[src/hw/rtl/scl_pkg.sv]
// shared constants, register indexes and divider request types for the compressor/limiter
`timescale 1ns / 1ps

package scl_pkg;

    localparam int SAMPLE_BITS = 24;
    localparam int LEVEL_W     = 32;

    localparam int THR_W      = 24;
    localparam int RATIO_W    = 22;
    localparam int MAKEUP_W   = 23;
    localparam int ATTACK_W   = 17;
    localparam int RELEASE_W  = 25;
    localparam int LIMIT_W    = 25;
    localparam int CFG_DATA_W = 25;
    localparam int CFG_ADDR_W = 3;

    localparam logic [CFG_ADDR_W-1:0] REG_THRESHOLD = 3'd0;
    localparam logic [CFG_ADDR_W-1:0] REG_RATIO     = 3'd1;
    localparam logic [CFG_ADDR_W-1:0] REG_MAKEUP    = 3'd2;
    localparam logic [CFG_ADDR_W-1:0] REG_ATTACK    = 3'd3;
    localparam logic [CFG_ADDR_W-1:0] REG_RELEASE   = 3'd4;
    localparam logic [CFG_ADDR_W-1:0] REG_LIMIT     = 3'd5;
    localparam logic [CFG_ADDR_W-1:0] REG_FULL_MODE = 3'd6;

    localparam logic [THR_W-1:0]     THR_RST     = 24'd838861;
    localparam logic [MAKEUP_W-1:0]  MAKEUP_RST  = 23'd65536;
    localparam logic [ATTACK_W-1:0]  ATTACK_RST  = 17'd65536;
    localparam logic [RELEASE_W-1:0] RELEASE_RST = 25'd16646144;

    // stream payload widths, rounded up to whole bytes
    localparam int DATA_W = ((2 * SAMPLE_BITS + 7) / 8) * 8;

    // gain is signed Q16, saturated to +-(2^31-1)
    localparam int GAIN_W = 32;
    localparam logic signed [GAIN_W-1:0] GAIN_MAX = {1'b0, {(GAIN_W-1){1'b1}}};

    // shared multiplier
    localparam int MUL_W  = 33;
    localparam int PROD_W = 2 * MUL_W;

    // shared divider: numerator makeup*thr*2^16, denominator magnitude
    localparam int NUM_W = MAKEUP_W + THR_W + 16;
    localparam int DEN_W = RATIO_W + LEVEL_W;
    localparam int QUO_W = GAIN_W - 1;
    localparam int CNT_W = $clog2(QUO_W);

    // limiter ceiling: register value or 1000.0 in level units
    localparam int LIMV_W  = SAMPLE_BITS + 9;
    localparam int LIM16_W = LIMV_W + 16;
    localparam logic [LIMV_W-1:0] NOLIMIT_LEVEL = LIMV_W'(64'd1000 << (SAMPLE_BITS - 1));

    typedef struct packed {
        logic             start;
        logic [NUM_W-1:0] num;
        logic [DEN_W-1:0] den;
    } div_req_t;

    typedef struct packed {
        logic             done;
        logic             ovf;
        logic [QUO_W-1:0] quo;
    } div_rsp_t;

endpackage

[src/hw/rtl/scl_mul.sv]
// shared signed multiplier with registered product
`timescale 1ns / 1ps

module scl_mul (
    input  logic                          aclk,
    input  logic                          en,
    input  logic signed [scl_pkg::MUL_W-1:0]  opa,
    input  logic signed [scl_pkg::MUL_W-1:0]  opb,
    output logic signed [scl_pkg::PROD_W-1:0] prod
);
    import scl_pkg::*;

    logic signed [PROD_W-1:0] prod_reg;

    always_ff @(posedge aclk) begin
        if (en) begin
            prod_reg <= opa * opb;
        end
    end

    assign prod = prod_reg;

endmodule

[src/hw/rtl/scl_div.sv]
// shared restoring divider, one quotient bit per cycle, with overflow detect
`timescale 1ns / 1ps

module scl_div (
    input  logic                aclk,
    input  logic                aresetn,
    input  scl_pkg::div_req_t   req,
    output scl_pkg::div_rsp_t   rsp
);
    import scl_pkg::*;

    logic                 busy_reg;
    logic                 done_reg;
    logic                 ovf_reg;
    logic [CNT_W-1:0]     cnt_reg;
    logic [DEN_W-1:0]     rem_reg;
    logic [DEN_W-1:0]     den_reg;
    logic [QUO_W-1:0]     nq_reg;

    logic [NUM_W-QUO_W-1:0] num_hi;
    logic                   ovf_c;
    logic [DEN_W:0]         trial;
    logic [DEN_W:0]         diff;
    logic                   ge;

    assign num_hi = req.num[NUM_W-1:QUO_W];
    // quotient would not fit in QUO_W bits
    assign ovf_c  = DEN_W'(num_hi) >= req.den;
    assign trial  = {rem_reg, nq_reg[QUO_W-1]};
    assign diff   = trial - {1'b0, den_reg};
    assign ge     = trial >= {1'b0, den_reg};

    always_ff @(posedge aclk) begin
        if (!aresetn) begin
            busy_reg <= 1'b0;
            done_reg <= 1'b0;
        end else begin
            done_reg <= 1'b0;
            if (req.start) begin
                busy_reg <= !ovf_c;
                done_reg <= ovf_c;
            end else if (busy_reg && cnt_reg == CNT_W'(QUO_W - 1)) begin
                busy_reg <= 1'b0;
                done_reg <= 1'b1;
            end
        end
    end

    always_ff @(posedge aclk) begin
        if (req.start) begin
            den_reg <= req.den;
            rem_reg <= DEN_W'(num_hi);
            nq_reg  <= req.num[QUO_W-1:0];
            ovf_reg <= ovf_c;
            cnt_reg <= '0;
        end else if (busy_reg) begin
            rem_reg <= ge ? diff[DEN_W-1:0] : trial[DEN_W-1:0];
            nq_reg  <= {nq_reg[QUO_W-2:0], ge};
            cnt_reg <= cnt_reg + 1'b1;
        end
    end

    assign rsp.done = done_reg;
    assign rsp.ovf  = ovf_reg;
    assign rsp.quo  = nq_reg;

endmodule

[src/hw/rtl/stereo_peak_compressor_limiter_unit.sv]
// stereo peak compressor/limiter: sequencer around a shared multiplier and divider
// it forms the envelope, peak hold, gain numerator and denominator, divides for the gain
// when needed, checks the limiter in full mode and divides for its cap when hit, then scales
// both samples; a new request is taken only in idle, once the previous result is handed on
// reset: synchronous active-low aresetn clears envelope, peak hold, registers to defaults
`timescale 1ns / 1ps

module stereo_peak_compressor_limiter_unit (
    input  logic                              aclk,
    input  logic                              aresetn,
    input  logic                              s_tvalid,
    output logic                              s_tready,
    input  logic [scl_pkg::DATA_W-1:0]        s_tdata,   // sample_left, sample_right
    output logic                              m_tvalid,
    input  logic                              m_tready,
    output logic [scl_pkg::DATA_W-1:0]        m_tdata,   // out_left, out_right
    output logic                              m_tuser,   // clipped
    input  logic                              cfg_wr_en,
    input  logic [scl_pkg::CFG_ADDR_W-1:0]    cfg_addr,
    input  logic [scl_pkg::CFG_DATA_W-1:0]    cfg_wdata
);
    import scl_pkg::*;

    localparam logic [3:0] ST_IDLE = 4'd0;
    localparam logic [3:0] ST_ENV  = 4'd1;
    localparam logic [3:0] ST_HOLD = 4'd2;
    localparam logic [3:0] ST_NUM  = 4'd3;
    localparam logic [3:0] ST_RAT  = 4'd4;
    localparam logic [3:0] ST_DEN  = 4'd5;
    localparam logic [3:0] ST_DIV  = 4'd6;
    localparam logic [3:0] ST_LIM  = 4'd7;
    localparam logic [3:0] ST_LIMC = 4'd8;
    localparam logic [3:0] ST_LIMD = 4'd9;
    localparam logic [3:0] ST_OUTL = 4'd10;
    localparam logic [3:0] ST_OUTR = 4'd11;
    localparam logic [3:0] ST_SEND = 4'd12;

    localparam logic signed [PROD_W-1:0] SMAX =
        $signed({{(PROD_W-SAMPLE_BITS+1){1'b0}}, {(SAMPLE_BITS-1){1'b1}}});
    localparam logic signed [PROD_W-1:0] SMIN =
        $signed({{(PROD_W-SAMPLE_BITS+1){1'b1}}, {(SAMPLE_BITS-1){1'b0}}});

    // configuration
    logic [THR_W-1:0]            thr_reg;
    logic signed [RATIO_W-1:0]   ratio_reg;
    logic [MAKEUP_W-1:0]         makeup_reg;
    logic [ATTACK_W-1:0]         attack_reg;
    logic [RELEASE_W-1:0]        release_reg;
    logic [LIMIT_W-1:0]          limit_reg;
    logic                        full_reg;

    // control and state
    logic [3:0]                  state_reg;
    logic [LEVEL_W-1:0]          env_reg;
    logic [LEVEL_W-1:0]          hold_reg;
    logic                        m_tvalid_reg;

    // payload
    logic signed [SAMPLE_BITS-1:0] left_reg;
    logic signed [SAMPLE_BITS-1:0] right_reg;
    logic [SAMPLE_BITS-1:0]        peak_reg;
    logic signed [GAIN_W-1:0]      gain_reg;
    logic [NUM_W-1:0]              num_reg;
    logic                          den_neg_reg;
    logic [SAMPLE_BITS-1:0]        outl_reg;
    logic                          clipl_reg;
    logic [DATA_W-1:0]             m_tdata_reg;
    logic                          m_tuser_reg;

    // shared units
    logic                          mul_en;
    logic signed [MUL_W-1:0]       mul_a;
    logic signed [MUL_W-1:0]       mul_b;
    logic signed [PROD_W-1:0]      prod;
    div_req_t                      div_req;
    div_rsp_t                      div_rsp;

    // combinational helpers
    logic signed [SAMPLE_BITS-1:0] in_left;
    logic signed [SAMPLE_BITS-1:0] in_right;
    logic [SAMPLE_BITS-1:0]        abs_left;
    logic [SAMPLE_BITS-1:0]        abs_right;
    logic [THR_W-1:0]              thr_eff;
    logic [LEVEL_W-1:0]            thr_ext;
    logic [LEVEL_W-1:0]            peak_ext;
    logic                          rise;
    logic                          compress;
    logic [LEVEL_W:0]              env_att;
    logic [LEVEL_W-1:0]            env_new;
    logic [LEVEL_W-1:0]            hold_dec;
    logic signed [DEN_W:0]         den_c;
    logic [DEN_W:0]                den_abs;
    logic signed [GAIN_W-1:0]      gain_pos;
    logic [LIMV_W-1:0]             lim_eff;
    logic [LIM16_W-1:0]            lim16;
    logic                          limit_hit;
    logic [SAMPLE_BITS:0]          sat_out;
    logic signed [GAIN_W-1:0]      quo_gain;

    function automatic logic [LEVEL_W-1:0] sat_level(input logic [LEVEL_W:0] v);
        return v[LEVEL_W] ? {LEVEL_W{1'b1}} : v[LEVEL_W-1:0];
    endfunction

    // floor(p / 2^16) saturated to the sample range; clip flag in the top bit
    function automatic logic [SAMPLE_BITS:0] sat_sample(input logic signed [PROD_W-1:0] p);
        logic signed [PROD_W-1:0] sh;
        sh = p >>> 16;
        if (sh > SMAX) begin
            return {1'b1, SMAX[SAMPLE_BITS-1:0]};
        end else if (sh < SMIN) begin
            return {1'b1, SMIN[SAMPLE_BITS-1:0]};
        end else begin
            return {1'b0, sh[SAMPLE_BITS-1:0]};
        end
    endfunction

    assign in_left   = s_tdata[SAMPLE_BITS-1:0];
    assign in_right  = s_tdata[2*SAMPLE_BITS-1:SAMPLE_BITS];
    assign abs_left  = in_left[SAMPLE_BITS-1] ? -in_left : in_left;
    assign abs_right = in_right[SAMPLE_BITS-1] ? -in_right : in_right;

    assign thr_eff   = (thr_reg == '0) ? THR_W'(1) : thr_reg;
    assign thr_ext   = LEVEL_W'(thr_eff);
    assign peak_ext  = LEVEL_W'(peak_reg);
    assign rise      = peak_ext > env_reg;
    assign compress  = env_reg > thr_ext;

    assign env_att   = {1'b0, env_reg} + prod[16 +: LEVEL_W+1];
    assign env_new   = rise ? sat_level(env_att) : sat_level(prod[24 +: LEVEL_W+1]);
    assign hold_dec  = sat_level(prod[24 +: LEVEL_W+1]);

    // denominator thr*2^16 + ratio*(env-thr)
    assign den_c     = $signed((DEN_W+1)'({thr_eff, 16'b0})) + $signed(prod[DEN_W:0]);
    assign den_abs   = den_c[DEN_W] ? -den_c : den_c;

    assign gain_pos  = gain_reg[GAIN_W-1] ? '0 : gain_reg;
    assign lim_eff   = (limit_reg == '0) ? NOLIMIT_LEVEL : LIMV_W'(limit_reg);
    assign lim16     = {lim_eff, 16'b0};
    assign limit_hit = $unsigned(prod) > PROD_W'(lim16);
    assign sat_out   = sat_sample(prod);
    assign quo_gain  = $signed({1'b0, div_rsp.quo});

    // operand select for the shared multiplier
    always_comb begin
        mul_en = 1'b0;
        mul_a  = '0;
        mul_b  = '0;
        unique case (state_reg)
            ST_ENV: begin
                mul_en = 1'b1;
                if (rise) begin
                    mul_a = $signed(MUL_W'(attack_reg));
                    mul_b = $signed(MUL_W'(peak_ext - env_reg));
                end else begin
                    mul_a = $signed(MUL_W'(env_reg));
                    mul_b = $signed(MUL_W'(release_reg));
                end
            end
            ST_HOLD: begin
                mul_en = 1'b1;
                mul_a  = $signed(MUL_W'(hold_reg));
                mul_b  = $signed(MUL_W'(release_reg));
            end
            ST_NUM: begin
                mul_en = 1'b1;
                mul_a  = $signed(MUL_W'(makeup_reg));
                mul_b  = $signed(MUL_W'(thr_eff));
            end
            ST_RAT: begin
                mul_en = 1'b1;
                mul_a  = MUL_W'(ratio_reg);
                mul_b  = $signed(MUL_W'(env_reg - thr_ext));
            end
            ST_LIM: begin
                mul_en = 1'b1;
                mul_a  = MUL_W'(gain_pos);
                mul_b  = $signed(MUL_W'(hold_reg));
            end
            ST_OUTL: begin
                mul_en = 1'b1;
                mul_a  = MUL_W'(left_reg);
                mul_b  = MUL_W'(gain_reg);
            end
            ST_OUTR: begin
                mul_en = 1'b1;
                mul_a  = MUL_W'(right_reg);
                mul_b  = MUL_W'(gain_reg);
            end
            default: begin
                mul_en = 1'b0;
            end
        endcase
    end

    // divider requests: gain quotient, then limiter cap
    always_comb begin
        div_req.start = 1'b0;
        div_req.num   = num_reg;
        div_req.den   = den_abs[DEN_W-1:0];
        if (state_reg == ST_DEN) begin
            div_req.start = compress && (den_c != '0);
        end else if (state_reg == ST_LIMC) begin
            div_req.start = limit_hit;
            div_req.num   = NUM_W'(lim16);
            div_req.den   = DEN_W'(hold_reg);
        end
    end

    scl_mul u_mul (
        .aclk (aclk),
        .en   (mul_en),
        .opa  (mul_a),
        .opb  (mul_b),
        .prod (prod)
    );

    scl_div u_div (
        .aclk    (aclk),
        .aresetn (aresetn),
        .req     (div_req),
        .rsp     (div_rsp)
    );

    // control, configuration and level state
    always_ff @(posedge aclk) begin
        if (!aresetn) begin
            thr_reg      <= THR_RST;
            ratio_reg    <= '0;
            makeup_reg   <= MAKEUP_RST;
            attack_reg   <= ATTACK_RST;
            release_reg  <= RELEASE_RST;
            limit_reg    <= '0;
            full_reg     <= 1'b0;
            state_reg    <= ST_IDLE;
            env_reg      <= '0;
            hold_reg     <= '0;
            m_tvalid_reg <= 1'b0;
        end else begin
            if (cfg_wr_en) begin
                unique case (cfg_addr)
                    REG_THRESHOLD: thr_reg     <= cfg_wdata[THR_W-1:0];
                    REG_RATIO:     ratio_reg   <= $signed(cfg_wdata[RATIO_W-1:0]);
                    REG_MAKEUP:    makeup_reg  <= cfg_wdata[MAKEUP_W-1:0];
                    REG_ATTACK:    attack_reg  <= cfg_wdata[ATTACK_W-1:0];
                    REG_RELEASE:   release_reg <= cfg_wdata[RELEASE_W-1:0];
                    REG_LIMIT:     limit_reg   <= cfg_wdata[LIMIT_W-1:0];
                    REG_FULL_MODE: full_reg    <= cfg_wdata[0];
                    default:       ;
                endcase
            end

            // a new result may replace the one leaving in the same cycle
            if (state_reg == ST_SEND && (!m_tvalid_reg || m_tready)) begin
                m_tvalid_reg <= 1'b1;
            end else if (m_tvalid_reg && m_tready) begin
                m_tvalid_reg <= 1'b0;
            end

            unique case (state_reg)
                ST_IDLE: begin
                    if (s_tvalid) begin
                        state_reg <= ST_ENV;
                    end
                end
                ST_ENV:  state_reg <= ST_HOLD;
                ST_HOLD: begin
                    env_reg   <= env_new;
                    state_reg <= ST_NUM;
                end
                ST_NUM: begin
                    if (full_reg) begin
                        hold_reg <= rise ? peak_ext : hold_dec;
                    end
                    state_reg <= ST_RAT;
                end
                ST_RAT:  state_reg <= ST_DEN;
                ST_DEN: begin
                    state_reg <= div_req.start ? ST_DIV : ST_LIM;
                end
                ST_DIV: begin
                    if (div_rsp.done) begin
                        state_reg <= ST_LIM;
                    end
                end
                ST_LIM: begin
                    state_reg <= full_reg ? ST_LIMC : ST_OUTL;
                end
                ST_LIMC: begin
                    state_reg <= limit_hit ? ST_LIMD : ST_OUTL;
                end
                ST_LIMD: begin
                    if (div_rsp.done) begin
                        state_reg <= ST_OUTL;
                    end
                end
                ST_OUTL: state_reg <= ST_OUTR;
                ST_OUTR: state_reg <= ST_SEND;
                ST_SEND: begin
                    if (!m_tvalid_reg || m_tready) begin
                        state_reg <= ST_IDLE;
                    end
                end
                default: state_reg <= ST_IDLE;
            endcase
        end
    end

    // datapath registers
    always_ff @(posedge aclk) begin
        case (state_reg)
            ST_IDLE: begin
                left_reg  <= in_left;
                right_reg <= in_right;
                peak_reg  <= (abs_right > abs_left) ? abs_right : abs_left;
            end
            ST_RAT: begin
                num_reg <= {prod[NUM_W-17:0], 16'b0};
            end
            ST_DEN: begin
                den_neg_reg <= den_c[DEN_W];
                if (!compress) begin
                    gain_reg <= $signed(GAIN_W'(makeup_reg));
                end else if (den_c == '0) begin
                    gain_reg <= (makeup_reg != '0) ? GAIN_MAX : '0;
                end
            end
            ST_DIV: begin
                if (div_rsp.done) begin
                    if (den_neg_reg) begin
                        gain_reg <= div_rsp.ovf ? -GAIN_MAX : -quo_gain;
                    end else begin
                        gain_reg <= div_rsp.ovf ? GAIN_MAX : quo_gain;
                    end
                end
            end
            ST_LIM: begin
                if (full_reg) begin
                    gain_reg <= gain_pos;
                end
            end
            ST_LIMD: begin
                if (div_rsp.done) begin
                    gain_reg <= quo_gain;
                end
            end
            ST_OUTR: begin
                outl_reg  <= sat_out[SAMPLE_BITS-1:0];
                clipl_reg <= sat_out[SAMPLE_BITS];
            end
            ST_SEND: begin
                if (!m_tvalid_reg || m_tready) begin
                    m_tdata_reg <= DATA_W'({sat_out[SAMPLE_BITS-1:0], outl_reg});
                    m_tuser_reg <= clipl_reg | sat_out[SAMPLE_BITS];
                end
            end
            default: ;
        endcase
    end

    assign s_tready = (state_reg == ST_IDLE);
    assign m_tvalid = m_tvalid_reg;
    assign m_tdata  = m_tdata_reg;
    assign m_tuser  = m_tuser_reg;

endmodule

[config.mk]
export PLATFORM = sky130hd
export DESIGN_NAME = stereo_peak_compressor_limiter_unit
export DESIGN_NICKNAME = d
export VERILOG_FILES = /design/src/hw/rtl/scl_pkg.sv /design/src/hw/rtl/scl_mul.sv /design/src/hw/rtl/scl_div.sv /design/src/hw/rtl/stereo_peak_compressor_limiter_unit.sv
export SDC_FILE = /design/constraint.sdc
export NUM_CORES = 2
export LEC_CHECK = 0
export ABC_AREA = 1
export BUFFER_PORTS_ARGS = -buffer_cell sky130_fd_sc_hd__buf_4
export CAP_MARGIN = 20
export CORE_AREA = 2 2 369 554
export CTS_CLUSTER_DIAMETER = 40
export CTS_CLUSTER_SIZE = 30
export DETAILED_ROUTE_END_ITERATION = 12
export DIE_AREA = 0 0 371 556
export PLACE_DENSITY = 0.61
export SYNTH_ARGS = -nofsm -noshare
export SYNTH_HDL_FRONTEND = slang
export SYNTH_SLANG_ARGS = --single-unit
[constraint.sdc]
create_clock -name aclk -period 11.37 [get_ports aclk]
set_input_delay 1.137 -clock aclk [delete_from_list [all_inputs] [get_ports aclk]]
set_output_delay 1.137 -clock aclk [all_outputs]
set_load 0.02 [all_outputs]
---- Yosys cells after proc, flatten, opt, wreduce, memory -nomap -nowiden ----
Cells that the tools add are included.
storage, ports and cells
  output and inout bits ................... 51
  input port bits ......................... 81
  word-level logic and storage cells ...... 156
  flip-flop bits (word level) ............. 645
operators by class
  $add $sub $neg .......................... 10
  reductions and logical operators ........ 31
  multiplexer cells ....................... 50
  magnitude comparators ................... 8
  equal/unequal tests ..................... 25
  multipliers ............................. 1
  bitwise operators ....................... 1
operators by type and width
  operator                                                                        number
  32-bit two-way mux                                                              14
  33-bit one-hot mux with 7 select lines                                          1
  33-bit one-hot mux with 6 select lines                                          1
  31-bit two-way mux                                                              5
  32-bit one-hot mux with 4 select lines                                          1
  118-bit two-way mux                                                             1
  117-bit two-way mux                                                             1
  54-bit two-way mux                                                              2
  24-bit two-way mux                                                              4
  66-bit by 49-bit > comparator with 1-bit output                                 1
  33-bit by 33-bit multiplier with 66-bit output                                  1
  33-bit two-way mux                                                              2
  41-bit by 55-bit adder with 55-bit output                                       1
  55-bit by 54-bit greater-or-equal comparator with 1-bit output                  1
  55-bit zero test                                                                1
  55-bit nonzero test                                                             1
  32-bit by 54-bit greater-or-equal comparator with 1-bit output                  1
  54-bit negation                                                                 1
  54-bit subtractor                                                               1
  4-bit one-hot mux with 13 select lines                                          1
  50-bit by 24-bit > comparator with 1-bit output, second input constant          1
  50-bit by 24-bit less-than comparator with 1-bit output, second input constant  1
  25-bit two-way mux                                                              2
  24-bit negation                                                                 2
  38 further kinds                                                                78

---- Logic depth before layout (Yosys ltp) ----
  depth after elaboration ................. 10
  depth in mapped cells ................... 57
  depth with buffers taken out ............ 56

---- Modules after synthesis ----
Synthesis repeated with hierarchy kept, for this count alone.
second synthesis, totals
  cells, all modules ...................... 12019
  area total of the unflattened synthesis .. 87914.3 um^2
modules (own cells, without submodules)
  module                               cells an instance  times used  area an instance (um^2)  sequential area each (um^2)
  scl_mul                              5575               1           43945.9                  1981.9
  stereo_peak_compressor_limiter_unit  4477               1           31519.0                  10910.5
  scl_div                              1967               1           12449.4                  4124.0

---- Worst setup path after synthesis ----
No wires, ideal clock.
  path kind ............................... reg2reg
  from .................................... register state_reg[2]
  to ...................................... register u_mul.prod_reg[60] (netlist: u_mul.prod[60]) (data pin)
  buffers on the path ..................... 1
  library setup time ...................... 0.260 ns
  stages on the path, launching flop included .. 30
  data arrival time ....................... 9.958 ns
  required time ........................... 11.110 ns
  setup slack ............................. 1.152 ns
  clock period less this slack ............ 10.218 ns
  cells stage by stage .................... dfxtp_1 inv_2 nor2_1 inv_1 nor2_1 clkbuf_1 o21ai_0 o21ai_0 inv_1 nand2_1 inv_1 nor2_1 fa_1 inv_1 fa_1 inv_1 fa_1 fa_1 fa_1 fa_1 fa_1 inv_1 fa_1 inv_1 ha_1 a21o_1 a21boi_0 o311ai_0 a21boi_0 xnor2_1
on the way
  longest elaborated chain between the ends .. 4
  elaborated cells between the ends (all ways) .. 11
  classes of those cells .................. 1 x mul; 7 x eq/ne; 2 x mux; 1 x reduce/logical
ends and longest elaborated chain
  element                                             line                                        text
  start, declared                                     stereo_peak_compressor_limiter_unit.sv:53   logic [3:0] state_reg;
  start signal, assigned                              stereo_peak_compressor_limiter_unit.sv:278  state_reg <= div_req.start ? ST_DIV : ST_LIM;
  start signal, assigned                              stereo_peak_compressor_limiter_unit.sv:286  state_reg <= full_reg ? ST_LIMC : ST_OUTL;
  start signal, assigned                              stereo_peak_compressor_limiter_unit.sv:289  state_reg <= limit_hit ? ST_LIMD : ST_OUTL;
  4-bit == test                                       stereo_peak_compressor_limiter_unit.sv:148  unique case (state_reg)
  2-bit OR reduction (no source line)                 n/a
  33-bit one-hot mux with 6 select lines              stereo_peak_compressor_limiter_unit.sv:148
  33-bit by 33-bit multiplier with 66-bit output (*)  scl_mul.sv:17                               prod_reg <= opa * opb;
  end signal, assigned                                scl_mul.sv:17
  end, declared                                       scl_mul.sv:13                               logic signed [PROD_W-1:0] prod_reg;
Mark *: on every way between the ends. The rest lies on a longest branch, timed or not.
A chain may end at the register's enable or synchronous reset.

---- Worst setup path after layout ----
  from .................................... register thr_reg[21]
  to ...................................... register u_mul.prod_reg[58] (netlist: u_mul.prod[58]) (data pin)
on the way
  longest elaborated chain between the ends .. 5
ends and longest elaborated chain
  element                                             line                                        text
  start, declared                                     stereo_peak_compressor_limiter_unit.sv:44   logic [THR_W-1:0] thr_reg;
  start signal, assigned                              stereo_peak_compressor_limiter_unit.sv:241  REG_THRESHOLD: thr_reg <= cfg_wdata[THR_W-1:0];
  24-bit zero test                                    stereo_peak_compressor_limiter_unit.sv:122  assign thr_eff = (thr_reg == '0) ? THR_W'(1) : thr_reg;
  24-bit two-way mux (*)                              stereo_peak_compressor_limiter_unit.sv:122
  32-bit by 24-bit subtractor with 33-bit output      stereo_peak_compressor_limiter_unit.sv:172  mul_b = $signed(MUL_W'(env_reg - thr_ext));
  33-bit one-hot mux with 6 select lines (*)          stereo_peak_compressor_limiter_unit.sv:148
  33-bit by 33-bit multiplier with 66-bit output (*)  scl_mul.sv:17
Marked as above.

==> PnR_summary.wiki <==
{| class="wikitable"
! Metric !! Value
|-
| Status || complete, no violations
|-
| Slew of the pin with the lowest slew margin || 1.11 ns
|-
| Wire length reported by the detailed router || 372 mm
|-
| Final non-filler cell total || 13500
|-
| Global-route total usage across every layer || 0.361
|-
| Synth Area per Inst || 7.98 µm²
|-
| Critical Path Max Stage Delay || 0.84 ns
|-
| Critical path launch point type || register
|-
| Clk pin slew, worst setup/hold paths || 0.08 ns
|-
| Worst setup slack for register-to-register paths || 0.30 ns
|-
| Worst setup startpoint || thr_reg[21]
|-
| Sequential fraction of the synthesis area || 0.207
|-
| Worst skew pair latency || 0.72 ns
|-
| Yosys warning count || 0
|-
| Growth of design area from synthesis to finish || 14.7%
|-
| I/O pin count || 132
|-
| Initial antenna violation count || 27
|-
| Critical path fanouts, max || 11
|-
| GPL Wtd Cong || 1.04
|-
| Count of state elements after synthesis || 645
|-
| Clock root buffer || sky130_fd_sc_hd__clkbuf_16
|-
| CTS sink cnt || 645
|-
| Path type of the worst setup path || reg -> reg
|-
| First-pass GRT wire length || 530 mm
|-
| Share of flip-flops with an asynchronous set or reset || 0
|-
| Overflow left after global routing || 0
|-
| Achievable Freq || 0.0904 GHz
|-
| HPWL reported at the end of detailed placement || 311 mm
|-
| Final standard cell utilization of the core || 0.469
|-
| Top post-synthesis cells by area || sky130_fd_sc_hd__fa_1 (28%), sky130_fd_sc_hd__edfxtp_1 (15%), sky130_fd_sc_hd__inv_1 (11%), sky130_fd_sc_hd__nand2_1 (9.4%), sky130_fd_sc_hd__ha_1 (7.1%)
|-
| NumNets Final || 12500
|-
| Cell accounting for the most synthesized area || sky130_fd_sc_hd__fa_1
|-
| Capturing element of the worst setup path || u_mul.prod[58]
|-
| Placed instance area || 91000 µm²
|-
| Normalized max-slew margin || 0.249
|-
| Row count || 202
|-
| Routed via count divided by cell count || 5.47
|-
| Via count || 74100
|-
| Number of distinct library cell variants in the gate-level netlist after synthesis || 74
|-
| Crit Reg-Reg Endpoint || u_mul.prod[58]
|-
| Most used DFF post-synth || sky130_fd_sc_hd__edfxtp_1
|-
| Max-capacitance violation count || 0
|-
| Post-synthesis instance total || 10300
|-
| Maximum number of pins on one net before global-route repair || 159
|-
| Dominant cell by count in the synthesized netlist || sky130_fd_sc_hd__inv_1
|-
| Slowest stage cell on the critical path || sky130_fd_sc_hd__a2111oi_0
|-
| Die Area || 206000 µm²
|-
| Initial core utilization || 0.408
|-
| Final period utilization || 0.973
|-
| Via count of the first global-routing pass || 78000
|-
| Static leakage || 47.1 nW
|-
| Initial detailed-routing violation count || 5974
|-
| Post-Layout Inst Area || 94400 µm²
|-
| Kind of end point of the critical path || register
|-
| Class of the worst hold path || reg -> reg
|-
| Antenna-violating nets left || 0
|-
| Setup skew after layout || 0.0488 ns
|-
| Syn Nets || 12000
|-
| Drt first pass iters || 8
|-
| Mean routed wirelength per cell || 27.5 µm
|-
| Final Hold Fails || 0
|-
| Data arrival time at the worst-slack endpoint || 11.54 ns
|-
| Flip-flop count of the largest register, all copies and words added || 66
|-
| Chip Height || 556 µm
|-
| I/O Buffers || 131
|-
| Maximum count of clock buffers along a single path || 3
|-
| CTS tree || yes
|-
| Setup slack after placement || -0.298 ns
|-
| Sum of negative setup slack || 0 ns
|-
| Final Setup Violations || 0
|-
| Width of the chip || 371 µm
|-
| Placeable core region || 201000 µm²
|-
| Final max-slew violation count || 0
|-
| Number of clock buffers inserted by TritonCTS || 74
|-
| H-tree lvl count || 3
|-
| Power per standard cell area || 153 nW/µm²
|-
| Placed instance count || 13400
|-
| Smallest setup slack after layout || 0.303 ns
|-
| R2r startpoint || thr_reg[21]
|-
| Number of enable-type register cells in the synthesized netlist || 410
|-
| Fin crit period || 11.07 ns
|-
| Worst Path Required || 11.84 ns
|-
| Post-synth top cells || sky130_fd_sc_hd__inv_1 (2346), sky130_fd_sc_hd__nand2_1 (2068), sky130_fd_sc_hd__fa_1 (1151)
|-
| Logic depth of the worst register-to-register path || 41
|-
| Worst ir drop on vdd || 0.000140 V
|-
| Post-route DRC || 0
|-
| Design Power || 14.4 mW
|-
| Post-synth top area share || 0.280
|-
| Crit-path most repeated cell || sky130_fd_sc_hd__fa_1
|-
| Fraction of final layout cells sized beyond drive strength 1 || 0.110
|-
| Worst Hold Slack || 0.421 ns
|-
| Mapped Area || 82300 µm²
|}
[cell usage in the layout (no fill, tap or decap), drive strengths merged, types with 5 or more instances in the layout]
cell / instances
nor4: 47
o221ai: 14
ha: 470
a21boi: 6
a21oi: 522
o22ai: 24
or2: 15
and3: 6
nand3: 260
a221oi: 23
o21a: 38
a21o: 29
buf: 824
a211oi: 16
o211ai: 137
o31ai: 12
clkinvlp: 9
o2111ai: 22
diode: 19
xor2: 162
a31oi: 110
fa: 1151
nor2: 852
clkinv: 39
inv: 2398
edfxtp: 410
nand4: 85
o2111a: 5
dfxtp: 235
o21ai: 527
nand2: 2098
nor3: 67
nand3b: 17
xnor2: 104
clkbuf: 83
o21bai: 6
a2111oi: 10
o311ai: 6
[final cells by class]
class	instances	area, µm²
Clock buffer	78	1870
Sequential cell	645	17000
Tap cell	2652	3320
Inverter	2390	9000
Multi-Input combinational cell	6868	54800
Clock inverter	59	885
Timing Repair Buffer	829	7450
Antenna cell	19	47.5
Fill cell	20000	107000
[what timing repair did]
action	in CTS	in global routing
pin swaps	0	19
gates resized for setup	6	98
setup endpoints to repair	19	26
setup buffers	0	17
hold buffers	0	0
gates cloned	0	1
[metal layers]
metal	global-route usage	vias to the layer above	wire [µm]
li1	-	33000	-
met1	0.369	36500	123000
met2	0.627	3367	183000
met3	0.0612	1305	24300
met4	0.327	12	42200
met5	0	-	73
[logic make-up after synthesis]
logic type / share of synthesized area
buffers and inverters: 0.132
xor gates and xnor gates: 0.0284
DFF: 0.207
AOI/OAI and AO/OA: 0.109
adders and majority gates: 0.352
and+or+nand+nor: 0.172
[power breakdown]
group	internal (mW)	switching, mW	leakage [nW]
Clock	1.39	1.31	1.32
Sequential	2.90	0.235	5.74
Combinational	2.88	5.68	40.1
Total	7.17	7.22	47.1
[worst min path at each step]
stage / start / endpoint / slack (ns) / cells past startpoint
final: outl_reg[10] / m_tdata[10] / 0.42 / 0
after global routing: outl_reg[4] / m_tdata[4] / 0.43 / 0
after CTS: outl_reg[3] / m_tdata[3] / 0.42 / 0
after detailed placement: outl_reg[3] / m_tdata[3] / 0.40 / 0
after global placement: outl_reg[23] / m_tdata[23] / 0.40 / 0
after floorplan: outl_reg[0] / m_tdata[0] / 0.40 / 0
[worst max-delay path: cells and delay by family, from the launching register on]
family	cells	cell delay, ns
AOI/OAI and AO/OA	9	2.41
xor gates and xnor gates	2	0.36
adders and majority gates	11	5.17
buffers and inverters	12	1.31
DFF	1	0.32
and+or+nand+nor	7	1.24
No activity file was read; power rests on OpenSTA's default activity.
